$ cat config.mk
export PLATFORM = sky130hd
export DESIGN_NAME = integer_to_ascii_radix_flat
export DESIGN_NICKNAME = d
export VERILOG_FILES = /design/src/hw/rtl/itar_pkg.sv /design/src/hw/rtl/itar_in_if.sv /design/src/hw/rtl/itar_out_if.sv /design/src/hw/rtl/itar_divider.sv /design/src/hw/rtl/itar_digit_buf.sv /design/src/hw/rtl/integer_to_ascii_radix.sv /design/src/flat_wrapper.sv
export SDC_FILE = /design/constraint.sdc
export NUM_CORES = 1
export LEC_CHECK = 0
export ABC_CLOCK_PERIOD_IN_PS = 6800
export BUFFER_PORTS_ARGS = -buffer_cell sky130_fd_sc_hd__buf_2
export CAP_MARGIN = 30
export CORE_UTILIZATION = 40
export CTS_BUF_LIST = sky130_fd_sc_hd__clkbuf_4 sky130_fd_sc_hd__clkbuf_8 sky130_fd_sc_hd__clkbuf_16
export DETAILED_ROUTE_END_ITERATION = 16
export SETUP_SLACK_MARGIN = 0.5
export SYNTH_ARGS = -nofsm -noshare
export SYNTH_HDL_FRONTEND = slang
export SYNTH_SLANG_ARGS = --single-unit
$ cat constraint.sdc
create_clock -name clk -period 6.8 [get_ports clk]
set_input_delay 0 -clock clk [delete_from_list [all_inputs] [get_ports clk]]
set_output_delay 0 -clock clk [all_outputs]
set_load 0.02 [all_outputs]
$ cat src/hw/rtl/itar_pkg.sv
// Shared types, constants and helpers for the integer to ASCII converter.
// No dependencies.
`timescale 1ns / 1ps
`default_nettype none

package itar_pkg;

	localparam int BASE_W = 6;
	localparam int DIGIT_W = 6;
	localparam int CHAR_W = 7;

	localparam logic [BASE_W-1:0] BASE_MIN = BASE_W'(2);
	localparam logic [BASE_W-1:0] BASE_MAX = BASE_W'(36);
	localparam logic [BASE_W-1:0] BASE_DEC = BASE_W'(10);

	localparam logic [CHAR_W-1:0] ASCII_ZERO = 7'h30;
	localparam logic [CHAR_W-1:0] ASCII_LOWER_A = 7'h61;
	localparam logic [CHAR_W-1:0] ASCII_MINUS = 7'h2D;
	localparam logic [DIGIT_W-1:0] DIGIT_MAX_NUM = DIGIT_W'(9);

	// status from the serial divider to the sequencer
	typedef struct packed {
		logic done;
		logic nonzero;
	} div_stat_t;

	function automatic logic [CHAR_W-1:0] digit_to_ascii(input logic [DIGIT_W-1:0] d);
		logic [CHAR_W-1:0] dx;
		dx = {1'b0, d};
		if (d > DIGIT_MAX_NUM) begin
			return dx - CHAR_W'(10) + ASCII_LOWER_A;
		end
		return dx + ASCII_ZERO;
	endfunction

endpackage

`default_nettype wire

$ cat src/hw/rtl/itar_in_if.sv
// Input channel: one integer and its radix per word.
// Depends on itar_pkg.
`timescale 1ns / 1ps
`default_nettype none

interface itar_in_if #(
	parameter int VALUE_WIDTH = 32
) ();
	logic                        valid;
	logic                        ready;
	logic signed [VALUE_WIDTH-1:0] value;
	logic [itar_pkg::BASE_W-1:0] base;

	modport source (output valid, output value, output base, input ready);
	modport sink (input valid, input value, input base, output ready);
endinterface

`default_nettype wire

$ cat src/hw/rtl/itar_out_if.sv
// Output channel: one ASCII character per word.
// Depends on itar_pkg.
`timescale 1ns / 1ps
`default_nettype none

interface itar_out_if ();
	logic                        valid;
	logic                        ready;
	logic [itar_pkg::CHAR_W-1:0] digit_char;
	logic                        last;
	logic                        bad_base;

	modport source (output valid, output digit_char, output last, output bad_base,
		input ready);
	modport sink (input valid, input digit_char, input last, input bad_base,
		output ready);
endinterface

`default_nettype wire

$ cat src/hw/rtl/itar_divider.sv
// Bit-serial restoring divider: one quotient bit per cycle.
// Gives the next digit (remainder) and the quotient. Depends on itar_pkg.
`timescale 1ns / 1ps
`default_nettype none

module itar_divider #(
	parameter int VALUE_WIDTH = 32
) (
	input  wire                          clk,
	input  wire                          arst_n,
	input  wire                          start,
	input  wire [VALUE_WIDTH-1:0]        dividend,
	input  wire [itar_pkg::BASE_W-1:0]   base,
	output itar_pkg::div_stat_t          stat,
	output logic [VALUE_WIDTH-1:0]       quotient,
	output logic [itar_pkg::DIGIT_W-1:0] remainder
);
	import itar_pkg::*;

	localparam int CW = $clog2(VALUE_WIDTH);

	logic                   busy_q;
	logic                   done_q;
	logic                   nz_q;
	logic [CW-1:0]          cnt_q;
	logic [VALUE_WIDTH-1:0] q_q;
	logic [DIGIT_W-1:0]     r_q;

	logic [DIGIT_W:0] shifted;
	logic             ge;
	logic [DIGIT_W:0] diff;

	// remainder stays below base, so one compare and subtract per bit
	assign shifted = {r_q, q_q[VALUE_WIDTH-1]};
	assign ge = shifted >= {1'b0, base};
	assign diff = shifted - {1'b0, base};

	always_ff @(posedge clk or negedge arst_n) begin
		if (!arst_n) begin
			busy_q <= 1'b0;
			done_q <= 1'b0;
			nz_q <= 1'b0;
			cnt_q <= '0;
		end else begin
			done_q <= 1'b0;
			if (start) begin
				busy_q <= 1'b1;
				nz_q <= 1'b0;
				cnt_q <= CW'(VALUE_WIDTH - 1);
			end else if (busy_q) begin
				nz_q <= nz_q | ge;
				cnt_q <= cnt_q - 1'b1;
				if (cnt_q == '0) begin
					busy_q <= 1'b0;
					done_q <= 1'b1;
				end
			end
		end
	end

	always_ff @(posedge clk) begin
		if (start) begin
			q_q <= dividend;
			r_q <= '0;
		end else if (busy_q) begin
			q_q <= {q_q[VALUE_WIDTH-2:0], ge};
			r_q <= ge ? diff[DIGIT_W-1:0] : shifted[DIGIT_W-1:0];
		end
	end

	// done is the upper field of the status word
	assign stat = {done_q, nz_q};
	assign quotient = q_q;
	assign remainder = r_q;

endmodule

`default_nettype wire

$ cat src/hw/rtl/itar_digit_buf.sv
// Digit store: one write port, one registered read port.
// Depends on itar_pkg.
`timescale 1ns / 1ps
`default_nettype none

module itar_digit_buf #(
	parameter int VALUE_WIDTH = 32
) (
	input  wire                               clk,
	input  wire                               wr_en,
	input  wire [$clog2(VALUE_WIDTH)-1:0]     wr_addr,
	input  wire [itar_pkg::DIGIT_W-1:0]       wr_data,
	input  wire [$clog2(VALUE_WIDTH)-1:0]     rd_addr,
	output logic [itar_pkg::DIGIT_W-1:0]      rd_data
);
	import itar_pkg::*;

	logic [DIGIT_W-1:0] mem [VALUE_WIDTH];
	logic [DIGIT_W-1:0] rd_q;

	always_ff @(posedge clk) begin
		if (wr_en) begin
			mem[wr_addr] <= wr_data;
		end
		rd_q <= mem[rd_addr];
	end

	assign rd_data = rd_q;

endmodule

`default_nettype wire

$ cat src/hw/rtl/integer_to_ascii_radix.sv
// Integer to ASCII digits in radix 2 to 36; top level with the sequencer.
// Depends on itar_pkg, itar_in_if, itar_out_if, itar_divider, itar_digit_buf.
//
// Usage:
//   num : valid/ready channel, one word = signed value plus radix.
//   chr : valid/ready channel, one word per ASCII character, most significant
//         digit first, last set on the final one. Base 10 negatives start
//         with '-'; other radixes print the unsigned bit pattern. A radix
//         outside 2..36 gives one word with bad_base set and character zero.
//   One number is handled at a time; num.ready is high only when idle.
//   Each digit is one pass of the bit-serial divider, and each character
//   then goes through the digit store read port (S_READ, S_LOAD, S_SHOW);
//   a sign adds S_SIGN. At width 32 radix 2 gives up to 32 digits, and a
//   radix 10 number has at most 10 digits and a sign.
//   When chr.ready is low the current character holds; nothing is dropped.
//   Reset returns the sequencer to idle with no word pending; the digit
//   store needs no clearing since every entry read was written first.
`timescale 1ns / 1ps
`default_nettype none

module integer_to_ascii_radix #(
	parameter int VALUE_WIDTH = 32
) (
	input  wire        clk,
	input  wire        arst_n,
	itar_in_if.sink    num,
	itar_out_if.source chr
);
	import itar_pkg::*;

	localparam int AW = $clog2(VALUE_WIDTH);

	typedef enum logic [2:0] {
		S_IDLE,
		S_DIV,
		S_SIGN,
		S_READ,
		S_LOAD,
		S_SHOW
	} state_t;

	state_t             state_q;
	logic [AW-1:0]      idx_q;
	logic [BASE_W-1:0]  base_q;
	logic               neg_q;
	logic               valid_q;
	logic [CHAR_W-1:0]  char_q;
	logic               last_q;
	logic               bad_q;

	logic                   accept;
	logic                   base_bad;
	logic                   neg_in;
	logic [VALUE_WIDTH-1:0] raw;
	logic [VALUE_WIDTH-1:0] mag;
	logic                   div_start;
	logic [VALUE_WIDTH-1:0] div_dividend;
	logic [BASE_W-1:0]      div_base;
	div_stat_t              div_stat;
	logic [VALUE_WIDTH-1:0] quotient;
	logic [DIGIT_W-1:0]     remainder;
	logic                   wr_en;
	logic [DIGIT_W-1:0]     rd_data;

	assign num.ready = (state_q == S_IDLE);
	assign accept = num.valid && (state_q == S_IDLE);
	assign base_bad = (num.base < BASE_MIN) || (num.base > BASE_MAX);
	assign raw = num.value;
	assign neg_in = raw[VALUE_WIDTH-1] && (num.base == BASE_DEC);
	// two's complement negate is exact for the most negative value too
	assign mag = neg_in ? (~raw + 1'b1) : raw;

	assign div_start = (accept && !base_bad)
		|| (state_q == S_DIV && div_stat.done && div_stat.nonzero);
	assign div_dividend = (state_q == S_IDLE) ? mag : quotient;
	assign div_base = (state_q == S_IDLE) ? num.base : base_q;
	assign wr_en = (state_q == S_DIV) && div_stat.done;

	itar_divider #(
		.VALUE_WIDTH(VALUE_WIDTH)
	) u_div (
		.clk      (clk),
		.arst_n   (arst_n),
		.start    (div_start),
		.dividend (div_dividend),
		.base     (div_base),
		.stat     (div_stat),
		.quotient (quotient),
		.remainder(remainder)
	);

	itar_digit_buf #(
		.VALUE_WIDTH(VALUE_WIDTH)
	) u_buf (
		.clk    (clk),
		.wr_en  (wr_en),
		.wr_addr(idx_q),
		.wr_data(remainder),
		.rd_addr(idx_q),
		.rd_data(rd_data)
	);

	always_ff @(posedge clk or negedge arst_n) begin
		if (!arst_n) begin
			state_q <= S_IDLE;
			idx_q <= '0;
			base_q <= '0;
			neg_q <= 1'b0;
			valid_q <= 1'b0;
			char_q <= '0;
			last_q <= 1'b0;
			bad_q <= 1'b0;
		end else begin
			case (state_q)
				S_IDLE: begin
					if (accept) begin
						idx_q <= '0;
						base_q <= num.base;
						neg_q <= neg_in;
						if (base_bad) begin
							valid_q <= 1'b1;
							char_q <= '0;
							last_q <= 1'b1;
							bad_q <= 1'b1;
							state_q <= S_SHOW;
						end else begin
							state_q <= S_DIV;
						end
					end
				end
				S_DIV: begin
					if (div_stat.done) begin
						if (div_stat.nonzero) begin
							idx_q <= idx_q + 1'b1;
						end else if (neg_q) begin
							valid_q <= 1'b1;
							char_q <= ASCII_MINUS;
							last_q <= 1'b0;
							bad_q <= 1'b0;
							state_q <= S_SIGN;
						end else begin
							state_q <= S_READ;
						end
					end
				end
				S_SIGN: begin
					if (chr.ready) begin
						valid_q <= 1'b0;
						state_q <= S_READ;
					end
				end
				S_READ: begin
					// store output registers mem[idx_q] at this edge
					state_q <= S_LOAD;
				end
				S_LOAD: begin
					valid_q <= 1'b1;
					char_q <= digit_to_ascii(rd_data);
					last_q <= (idx_q == '0);
					bad_q <= 1'b0;
					state_q <= S_SHOW;
				end
				S_SHOW: begin
					if (chr.ready) begin
						valid_q <= 1'b0;
						if (last_q) begin
							state_q <= S_IDLE;
						end else begin
							idx_q <= idx_q - 1'b1;
							state_q <= S_READ;
						end
					end
				end
				default: begin
					state_q <= S_IDLE;
					valid_q <= 1'b0;
				end
			endcase
		end
	end

	assign chr.valid = valid_q;
	assign chr.digit_char = char_q;
	assign chr.last = last_q;
	assign chr.bad_base = bad_q;

endmodule

`default_nettype wire

$ cat src/flat_wrapper.sv
// flat-port wrapper written by rule: the top's interface ports become plain ports
module integer_to_ascii_radix_flat import itar_pkg::*;
#(
	parameter int VALUE_WIDTH = 32
)
  (clk, arst_n, num_valid, num_value, num_base, num_ready, chr_valid, chr_digit_char, chr_last, chr_bad_base, chr_ready);
  itar_in_if #(.VALUE_WIDTH(VALUE_WIDTH)) num_i ();
  itar_out_if chr_i ();
  input  wire clk;
  input  wire arst_n;
  input wire logic [$bits(num_i.valid)-1:0] num_valid;
  input wire logic [$bits(num_i.value)-1:0] num_value;
  input wire logic [$bits(num_i.base)-1:0] num_base;
  output wire logic [$bits(num_i.ready)-1:0] num_ready;
  output wire logic [$bits(chr_i.valid)-1:0] chr_valid;
  output wire logic [$bits(chr_i.digit_char)-1:0] chr_digit_char;
  output wire logic [$bits(chr_i.last)-1:0] chr_last;
  output wire logic [$bits(chr_i.bad_base)-1:0] chr_bad_base;
  input wire logic [$bits(chr_i.ready)-1:0] chr_ready;
  assign num_i.valid = num_valid;
  assign num_i.value = num_value;
  assign num_i.base = num_base;
  assign num_ready = num_i.ready;
  assign chr_valid = chr_i.valid;
  assign chr_digit_char = chr_i.digit_char;
  assign chr_last = chr_i.last;
  assign chr_bad_base = chr_i.bad_base;
  assign chr_i.ready = chr_ready;
  integer_to_ascii_radix #(.VALUE_WIDTH(VALUE_WIDTH)) u_core (.clk(clk), .arst_n(arst_n), .num(num_i), .chr(chr_i));
endmodule
==> impl_metrics.csv, run 1 <==
group,metric,value,unit
critical_path,end_kind,"flop",
floorplanning,core_area,29800,µm²
critical_path,crit_fanout,17,
placement,gp_congestion,0.793,
timing,skew,0.0224,ns
detailed_routing,drc,0,
logic_synthesis,yosysUniqueCellTypes,73,
timing,slew_viol_final,0,
critical_path,worst_r2r_startpoint,"u_core.state_q[1]",
logic_synthesis,synth.net_count,927,
critical_path,slowest_delay,0.70,ns
detailed_routing,vias_per_cell,5.35,
grt,grt_overflow_total,0,
logic_synthesis,synth_edf_count,224,
outcome,status,"finished clean",
pwr,total_power,0.00599,W
pwr,ir_worst_vdd,0.207,mV
pwr,leakagePower,4.95,nW
floorplanning,die_w,176,µm
final_layout,area_delta_synth_final,17.1,%
cts,ctsResizeCount,0,
critical_path,worstPathArrival,3.84,ns
cts,cts_hold_buf,48,
logic_synthesis,synthCells,866,
logic_synthesis,ys_async_sr_fraction,12.3,%
floorplanning,start_util,40.9,%
logic_synthesis,syn_area_per_cell,14.1,µm²
final_layout,nets,1022,
critical_path,required,7.26,ns
placement,port-buffer-count,52,
grt,grt_pass1_wl,40400,µm
floorplanning,die_area,31100,µm²
logic_synthesis,synth_area_leader_cell,"edfxtp_1",
logic_synthesis,synth_top_area_share,55.3,%
timing,whs,0.0708,ns
logic_synthesis,synth_area,12200,µm²
critical_path,critPathKind,"reg -> reg",
logic_synthesis,ys_seq_area_share,64.0,%
grt,grt_max_degree,55,
final_layout,drive_above_1_share,19.7,%
cts,clk_pin_slew_worst_paths,0.06,ns
job,drv_cap,0,
detailed_routing,ant_nets,0,
logic_synthesis,synth.most_common_cell,"edfxtp_1",
critical_path,cp_slowest_cell,"or4b_2",
cts,cts_sinks,269,
pwr,power.density,421,nW/µm²
floorplanning,ioPinCount,53,
cts,clk_latency,0.54,ns
timing,timing.final.crit_share,49.8,%
placement,place_ws,3.46,ns
detailed_routing,drt_first_pass_iters,7,
critical_path,worst_r2r_path_depth,9,
timing,rsz0062_at_grt,"false",
critical_path,regToRegSetupSlack,3.41,ns
timing,fin_setup_tns,0,ns
critical_path,crit_chain,"nor3_4, mux2_2, inv_1, ha_1, nand2b_1, a21oi_1, o311a_1, or4b_2, a21oi_1",
logic_synthesis,synth_area_leaders,"edfxtp_1 (55%), mux4_2 (8.9%), dfrtp_1 (6.8%)",
timing,max_slew_margin,30.4,%
detailed_routing,routedWlPerCell,18.6,µm
cts,cts_tree,"built",
timing,hold_viol,0,
cts,root_buffer,"clkbuf_16",
timing,layout_setup_ws,3.41,ns
critical_path,cpMostUsedCell,"a21oi_1",
min_path,holdCritPathClass,"in -> async",
detailed_routing,vias,7341,
cts,cts_buffers,28,
logic_synthesis,dominantRegCellSynth,"edfxtp_1",
cts,clockBufferDepth,3,
logic_synthesis,yosysWarnings,0,
cts,cts_setup_buffers,0,
timing,fmax,295,MHz
logic_synthesis,synthTopCellsByCount,"edfxtp_1 (224), nor2_1 (87), nand2_1 (58), mux4_2 (48), a21oi_1 (46)",
floorplanning,die-height,176,µm
timing,fin_crit,3.39,ns
grt,antenna_found_initial,0,
placement,dpl.hpwl,16200,µm
detailed_routing,initialDrtViolationCount,522,
detailed_routing,routed_wirelength,25600,µm
grt,grt_pass1_vias,7251,
timing,setup_viol,0,
critical_path,regToRegEndpoint,"u_core.u_div.remainder[5]",
timing,worstMarginPinSlew,1.04,ns
grt,grtUsageTotal,16.7,%
cts,htree_levels,1,
final_layout,insertedDiodeCount,0,
floorplanning,num_rows,63,
critical_path,critPathLaunchType,"flop",
logic_synthesis,ys_ff_latch,269,
-- logic make-up after synthesis --
logic type	count (synthesis)	synth area share, %
flops	269	64.0
compound gates	168	8.75
fa+ha+maj	19	2.08
buf+inv	72	2.49
xor+xnor	38	2.73
mux	64	10.3
simple gates	236	9.64
-- area by class of cell --
class,count,area (µm²)
inverters,27,101
flip-flops and latches,269,7800
fillers,2600,15500
repair buffers,110,836
clock buffers,30,716
clock inverters,22,221
multi-input cells,525,4090
well taps,390,488
-- how the worst max path moves through the flow --
| stage | startpoint | end | slack, ns | cells after the start |
|---|---|---|---|---|
| final | u_core.state_q[1] | u_core.u_div.remainder[5] | 3.41 | 9 |
| after global placement | u_core.state_q[1] | u_core.u_div.remainder[5] | 3.51 | 9 |
| after detailed placement | u_core.state_q[1] | u_core.u_div.remainder[5] | 3.46 | 9 |
| after global routing | u_core.state_q[1] | u_core.u_div.remainder[5] | 3.24 | 9 |
| after CTS | u_core.state_q[1] | u_core.u_div.remainder[5] | 3.41 | 9 |
| after floorplan | u_core.state_q[1] | u_core.u_div.remainder[5] | 3.75 | 10 |
-- flip-flops by register name, indices dropped and copies added (netlist names) --
register                cells
u_core.idx_q                5
u_core.chr.last             1
u_core.u_buf.rd_data        6
u_core.u_div.nz_q           1
u_core.u_buf.mem          192
u_core.u_div.cnt_q          5
u_core.base_q               6
u_core.chr.bad_base         1
u_core.chr.valid            1
u_core.neg_q                1
u_core.u_div.remainder      6
u_core.chr.digit_char       7
u_core.u_div.done_q         1
u_core.state_q              3
u_core.u_div.busy_q         1
u_core.u_div.quotient      32
-- routing by layer --
metal | vias up | wire (µm) | part of all wire (%) | global-route usage, %
li1 | 3508 | - | - | -
met3 | 30 | 1100 | 4.3 | 2.30
met2 | 174 | 12500 | 49 | 27.7
met5 | - | 0 | 0 | 0
met4 | 0 | 476 | 1.9 | 3.74
met1 | 3629 | 11600 | 45 | 23.3
-- placed cells by master, fill, tap and decap left out, drive strengths merged, types with 4 or more instances in the layout --
master,Yosys,layout
nor3,15,15
mux2i,5,5
dlygate4sd3,0,48
clkbuf,29,30
dfrtp,33,33
mux2,11,11
or2,5,5
xnor2,35,35
o21ai,50,50
a41oi,4,4
nand3,6,6
clkinv,0,17
nor4,8,8
bufinv,0,4
a31oi,9,9
ha,17,17
nand2b,7,7
or4,8,8
mux4,48,48
nand4,8,8
or3,5,5
o21a,4,4
dfxtp,12,12
nand2,59,59
a22oi,19,19
a21oi,47,47
edfxtp,224,224
o31ai,6,6
buf,16,62
nor2b,13,13
nor2,87,87
inv,27,28
-- power by group --
group | switching, W | leakage [nW] | internal, W
registers | 0.000226 | 2.54 | 0.00226
logic | 0.00112 | 1.93 | 0.000852
clock network | 0.000630 | 0.471 | 0.000915
-- through the flow --
| stage | util, % | std cells | instance area, µm² |
|---|---|---|---|
| floorplan | - | 866 | 12200 |
| global placement | 43.0 | 1272 | 12800 |
| detailed placement | 43.1 | 1273 | 12800 |
| CTS | 47.8 | 1373 | 14300 |
| global route | 47.8 | 1373 | 14300 |
| finish | 47.8 | 1373 | 14300 |
-- critical path: cells and delay by family, from the launching register on --
family | cells | cell delay [ns]
AND/OR/NAND/NOR | 3 | 1.31
adder cells (fa/ha/maj) | 1 | 0.23
AO/OA/AOI/OAI | 3 | 0.70
buffers and inverters | 1 | 0.06
multiplexers | 1 | 0.41
flip-flops | 1 | 0.58
Note: power is estimated with default switching activity, not from simulation.
==> run 2: changes to the inputs <==
--- a/config.mk
+++ b/config.mk
@@ -5,7 +5,8 @@
 export SDC_FILE = /design/constraint.sdc
 export NUM_CORES = 1
 export LEC_CHECK = 0
-export ABC_CLOCK_PERIOD_IN_PS = 6800
+export ABC_AREA = 1
+export ABC_CLOCK_PERIOD_IN_PS = 3300
 export BUFFER_PORTS_ARGS = -buffer_cell sky130_fd_sc_hd__buf_2
 export CAP_MARGIN = 30
 export CORE_UTILIZATION = 40
==> constraint.sdc (replaced) <==
create_clock -name clk -period 3.3 [get_ports clk]
set_input_delay 0 -clock clk [delete_from_list [all_inputs] [get_ports clk]]
set_output_delay 0 -clock clk [all_outputs]
set_load 0.02 [all_outputs]
==> run 2 against run 1 <==
- first-iteration DRC count grew 34%
- core utilization is 0.11 points lower
- sequential share of layout area about the same
- critical path depth up 2
- critical path type unchanged
- critical endpoint is now u_core.u_div.quotient[4]
- largest cell class unchanged
- largest power group unchanged
==> impl_metrics.csv, run 2 <==
group,metric,value,unit
cts,root_buffer,"clkbuf_16",
logic_synthesis,dominantRegCellSynth,"edfxtp_1",
logic_synthesis,synth_area_leaders,"edfxtp_1 (55%), nand2_1 (10%), dfrtp_1 (6.8%)",
timing,max_slew_margin,46.9,%
logic_synthesis,synth_area,12200,µm²
critical_path,startpoint,"u_core.state_q[1]",
placement,dpl.hpwl,18000,µm
placement,port-buffer-count,52,
critical_path,crit_fanout,32,
logic_synthesis,synth.most_common_cell,"nand2_1",
detailed_routing,routed_wirelength,28100,µm
final_layout,drive_above_1_share,10.6,%
floorplanning,die-height,177,µm
floorplanning,core_area,29900,µm²
timing,fin_crit,2.53,ns
final_layout,final_common_cell,"nand2_1",
timing,skew,0.0192,ns
timing,hold_viol,0,
logic_synthesis,ys_seq_area_share,63.7,%
critical_path,critPathLaunchType,"flop",
floorplanning,die_area,31300,µm²
detailed_routing,routedWlPerCell,16.7,µm
timing,timing.final.crit_share,76.6,%
logic_synthesis,synth_top_area_share,55.0,%
final_layout,fillers,2729,
placement,place_ws,0.634,ns
critical_path,worstPathArrival,2.71,ns
timing,rsz0062_at_grt,"false",
logic_synthesis,ys_async_sr_fraction,12.3,%
floorplanning,num_rows,63,
final_layout,largest_register_ffs,192,
critical_path,required,3.49,ns
logic_synthesis,synth_area_leader_cell,"edfxtp_1",
cts,cts_sinks,269,
timing,fin_setup_tns,0,ns
pwr,leakagePower,5.64,nW
logic_synthesis,yosysWarnings,0,
timing,slew_viol_final,0,
outcome,status,"finished clean",
timing,layout_setup_ws,0.773,ns
critical_path,crit_path_end,"u_core.u_div.quotient[4]",
final_layout,area_delta_synth_final,16.6,%
timing,fmax,396,MHz
timing,worstMarginPinSlew,0.796,ns
detailed_routing,vias_per_cell,5.15,
critical_path,worst_r2r_path_depth,11,
timing,setup_viol,0,
min_path,holdCritPathClass,"in -> reg",
job,drv_cap,0,
floorplanning,start_util,40.9,%
cts,cts_setup_buffers,0,
logic_synthesis,synth.net_count,1223,
cts,clk_latency,0.55,ns
logic_synthesis,syn_area_per_cell,10.5,µm²
grt,grt_pass1_vias,8599,
pwr,ir_worst_vdd,0.533,mV
floorplanning,die_w,177,µm
grt,grt_pass1_wl,45300,µm
cts,clk_pin_slew_worst_paths,0.06,ns
logic_synthesis,synthTopCellsByCount,"nand2_1 (332), edfxtp_1 (224), nor2_1 (102), a22oi_1 (97), inv_1 (92)",
detailed_routing,drt_first_pass_iters,7,
grt,grt_overflow_total,0,
logic_synthesis,ys_ff_latch,269,
detailed_routing,drc,0,
cts,htree_levels,1,
final_layout,mostFrequentLayoutCells,"nand2_1 (331), edfxtp_1 (224), nor2_1 (99), a22oi_1 (97), inv_1 (92)",
critical_path,crit_chain,"inv_1, nand2_2, inv_2, nand2_4, nor2_4, nand2_1, nand2_2, nor2_4, inv_1, nand2_1, buf_4",
final_layout,nets,1328,
critical_path,slowest_delay,0.41,ns
cts,cts_tree,"built",
detailed_routing,initialDrtViolationCount,700,
grt,antenna_found_initial,0,
logic_synthesis,synthCells,1162,
detailed_routing,vias,8648,
cts,clockBufferDepth,3,
critical_path,cp_slowest_cell,"dfrtp_1",
placement,gp_congestion,0.872,
logic_synthesis,synth_edf_count,224,
critical_path,worst_r2r_startpoint,"u_core.state_q[1]",
grt,grt_max_degree,49,
logic_synthesis,yosysUniqueCellTypes,37,
cts,cts_buffers,28,
final_layout,top_register,"u_core.u_buf.mem",
critical_path,end_kind,"flop",
detailed_routing,ant_nets,0,
floorplanning,ioPinCount,53,
final_layout,insertedDiodeCount,0,
critical_path,critPathKind,"reg -> reg",
grt,grtUsageTotal,18.4,%
critical_path,regToRegSetupSlack,0.77,ns
pwr,power.density,867,nW/µm²
critical_path,regToRegEndpoint,"u_core.u_div.quotient[4]",
==> run 2: per-stage QoR <==
stage	hold WS, ns	util, %	std cells	cell area (µm²)	power, W
floorplan	-0.296	-	1162	12200	0.00792
global placement	0.127	43.3	1587	12900	0.00924
detailed placement	0.137	43.3	1587	12900	0.00933
CTS	0.0278	47.7	1678	14200	0.0124
global route	0.0664	47.7	1678	14300	0.0132
finish	0.0405	47.7	1678	14300	0.0124
==> run 2: cell type report <==
| type | count | area, µm² | area share [%] |
|---|---|---|---|
| clock buffers | 33 | 738 | 5.18 |
| clock inverters | 18 | 166 | 1.17 |
| inverters | 96 | 363 | 2.55 |
| multi-input cells | 764 | 3930 | 27.5 |
| flip-flops and latches | 269 | 7790 | 54.7 |
| well taps | 390 | 488 | 3.42 |
| repair buffers | 108 | 781 | 5.48 |
==> run 2: logic make-up (layout without fill, tap and decap cells) <==
group	after synthesis	after routing	share of synthesized area [%]
buffers and inverters	129	255	4.34
DFF	269	269	63.7
adders and majority gates	19	19	2.07
AOI/OAI and AO/OA	186	186	9.91
xor gates and xnor gates	24	24	1.72
and+or+nand+nor	535	535	18.2
==> run 2: repair_timing <==
item,4_1_cts,5_1_grt
gates resized for setup,0,4
setup endpoints to repair,0,11
endpoints found under the hold margin,74,0
hold buffers,40,0
==> run 2: how the worst min path moves through the flow <==
stage,start,to,cells past startpoint
after detailed placement,arst_n,u_core.chr.digit_char[3],1
final,num_value[3],u_core.u_div.quotient[3],5
after CTS,num_value[3],u_core.u_div.quotient[3],5
after global placement,arst_n,u_core.chr.digit_char[0],1
after global routing,num_value[3],u_core.u_div.quotient[3],5
after floorplan,arst_n,u_core.base_q[0],0
==> run 2: per-layer routing <==
metal	share of wire, %	GRT usage (%)
met2	49	31.5
met4	2.2	5.14
met1	45	24.5
met3	4.0	2.38
met5	0	0
==> run 2: where the power goes <==
group | switching [W] | internal, W
Clock | 0.00130 | 0.00176
Sequential | 0.000294 | 0.00464
Combinational | 0.00300 | 0.00137
==> run 2: critical path, delay by kind of cell (launching register included) <==
family        cells  cell delay, ns
buf+inv           4            0.61
flops             1            0.41
simple gates      7            1.11
==> run 3: changes to the inputs <==
--- a/config.mk
+++ b/config.mk
@@ -6,7 +6,7 @@
 export NUM_CORES = 1
 export LEC_CHECK = 0
 export ABC_AREA = 1
-export ABC_CLOCK_PERIOD_IN_PS = 3300
+export ABC_CLOCK_PERIOD_IN_PS = 2100
 export BUFFER_PORTS_ARGS = -buffer_cell sky130_fd_sc_hd__buf_2
 export CAP_MARGIN = 30
 export CORE_UTILIZATION = 40
==> constraint.sdc (replaced) <==
create_clock -name clk -period 2.1 [get_ports clk]
set_input_delay 0 -clock clk [delete_from_list [all_inputs] [get_ports clk]]
set_output_delay 0 -clock clk [all_outputs]
set_load 0.02 [all_outputs]
==> run 3 against run 2 <==
- sequential share of layout area decreased by 7.3 points
- largest cell class unchanged
- critical endpoint is now u_core.u_div.quotient[8]
- final cell count increased by 5.5%
- maximum frequency rose by 23%
- combinational power rose by 130%
- clock power up 57%
- count of clock-buffer cells in the layout increased by 1
- clock skew down 0.0095 ns
- critical path type unchanged
- non-clock buffer count is 88 higher
==> impl_metrics.csv, run 3 (synthesis gave the netlist of run 2 again) <==
group,metric,value,unit
cts,clk_latency,0.54,ns
timing,setup_viol,0,
timing,max_slew_margin,47.0,%
detailed_routing,drc,0,
detailed_routing,routed_wirelength,31000,µm
detailed_routing,initialDrtViolationCount,532,
final_layout,insertedDiodeCount,0,
critical_path,slowest_delay,0.41,ns
grt,grt_busiest_layer,"met2",
grt,grt_overflow_total,0,
pwr,ir_worst_vdd,0.911,mV
timing,fin_setup_tns,0,ns
grt,grt_pass1_vias,9391,
grt,grtUsageMet2,36.2,%
grt,use_met3,2.41,%
critical_path,critPathLaunchType,"flop",
floorplanning,die-height,177,µm
pwr,leakagePower,6.36,nW
timing,fin_crit,2.05,ns
critical_path,regToRegEndpoint,"u_core.u_div.quotient[8]",
critical_path,cp_slowest_cell,"dfrtp_1",
critical_path,required,2.39,ns
detailed_routing,routedWlPerCell,17.5,µm
grt,grt_pass1_wl,49800,µm
critical_path,startpoint,"u_core.state_q[0]",
min_path,holdCritPathClass,"in -> reg",
outcome,status,"finished clean",
final_layout,nets,1420,
job,drv_cap,0,
cts,clk_pin_slew_worst_paths,0.06,ns
timing,fmax,487,MHz
placement,port-buffer-count,52,
cts,root_buffer,"clkbuf_16",
final_layout,area_delta_synth_final,34.7,%
final_layout,stdcell_area,16500,µm²
grt,grt_max_degree,35,
grt,grtUsageMet1,26.1,%
cts,clockBufferDepth,3,
detailed_routing,drt_first_pass_iters,5,
grt,grtUsageTotal,20.4,%
final_layout,mostFrequentLayoutCells,"nand2_1 (268), edfxtp_1 (224), inv_1 (73), a22oi_1 (64), nor2_1 (58)",
critical_path,crit_fanout,8,
final_layout,final_common_cell,"nand2_1",
cts,cts_sinks,269,
cts,cts_tree,"built",
floorplanning,core_area,29900,µm²
placement,dpl.hpwl,18800,µm
final_layout,largest_register_ffs,192,
cts,cts_buffers,28,
critical_path,worst_r2r_startpoint,"u_core.state_q[0]",
final_layout,drive_above_1_share,30.5,%
cts,htree_levels,1,
critical_path,worst_r2r_path_depth,11,
timing,whs,0.0490,ns
placement,place_area,13700,µm²
critical_path,regToRegSetupSlack,0.05,ns
detailed_routing,ant_nets,0,
timing,slew_viol_final,0,
detailed_routing,vias,9190,
floorplanning,num_rows,63,
final_layout,top_register,"u_core.u_buf.mem",
timing,worstMarginPinSlew,0.794,ns
floorplanning,die_area,31300,µm²
critical_path,crit_family,"simple AND/OR/NAND/NOR gates",
timing,skew,0.00977,ns
critical_path,crit_buf_inv,4,
final_layout,final_core_util,55.1,%
critical_path,end_kind,"flop",
timing,hold_viol,0,
critical_path,crit_chain,"nor2_4, nand2_4, buf_6, buf_6, nor2_4, nand2_2, nand2_4, clkinv_8, buf_12, nand2_1, o21ai_0",
grt,antenna_found_initial,0,
critical_path,worstPathArrival,2.34,ns
critical_path,crit_path_end,"u_core.u_div.quotient[8]",
detailed_routing,vias_per_cell,5.19,
floorplanning,start_util,40.9,%
floorplanning,die_w,177,µm
critical_path,critPathKind,"reg -> reg",
placement,gp_congestion,0.838,
final_layout,fillers,2495,
timing,rsz0062_at_grt,"true",
pwr,power.density,1380,nW/µm²
floorplanning,ioPinCount,53,
critical_path,crit_cells,11,
timing,timing.final.crit_share,97.8,%
[run 3: power by group]
part | total, W | switching [W] | internal [W]
Clock | 0.00479 | 0.00205 | 0.00273
Combinational | 0.0101 | 0.00596 | 0.00414
Sequential | 0.00786 | 0.000555 | 0.00730
[run 3: metrics by stage]
stage | total power [W] | setup slack, ns | cells
2_1_floorplan | 0.0130 | 0.00653 | 1162
3_3_place_gp | 0.0154 | 0.0234 | 1618
3_5_place_dp | 0.0155 | -0.00160 | 1618
4_1_cts | 0.0220 | 0.0552 | 1763
5_1_grt | 0.0241 | -0.113 | 1771
6_report | 0.0227 | 0.0456 | 1771
[run 3: timing repair]
| action | CTS | global route |
|---|---|---|
| hold buffers | 42 | 0 |
| pin swaps | 44 | 50 |
| setup endpoints to repair | 294 | 302 |
| hold endpoints to repair | 75 | 0 |
| setup buffers | 37 | 7 |
| gates resized for setup | 129 | 123 |
| gates cloned | 14 | 1 |
[run 3: layout make-up]
class	count	area (µm²)	share of cell area [%]
Timing Repair inverter	2	13.8	0.0836
Inverter	96	394	2.39
Clock inverter	18	124	0.752
Tap cell	390	488	2.96
Multi-Input combinational cell	766	4970	30.2
Sequential cell	269	7800	47.4
Clock buffer	34	769	4.67
Timing Repair Buffer	196	1910	11.6
[run 3: worst min path at each step]
stage               cells past startpoint                        to  slack (ns)    startpoint
detailed placement                      1  u_core.chr.digit_char[0]        0.13        arst_n
global placement                        1  u_core.chr.digit_char[3]        0.13        arst_n
finish                                  5              u_core.neg_q        0.05   num_base[3]
floorplan                               0          u_core.base_q[0]       -0.30        arst_n
global route                            5              u_core.neg_q        0.09   num_base[3]
CTS                                     5  u_core.u_div.quotient[1]        0.07  num_value[0]
[run 3: worst min-delay path, cell delays in order]
cell     delay, ns
buf_2         0.11
nand2_1       0.08
inv_1         0.05
nand4_1       0.22
o21ai_1       0.09
[run 3: routing by layer]
metal	vias to the layer above	part of all wire (%)
li1	4481	-
met1	4424	42
met2	231	51
met3	54	4.3
met4	0	2.5
met5	-	0
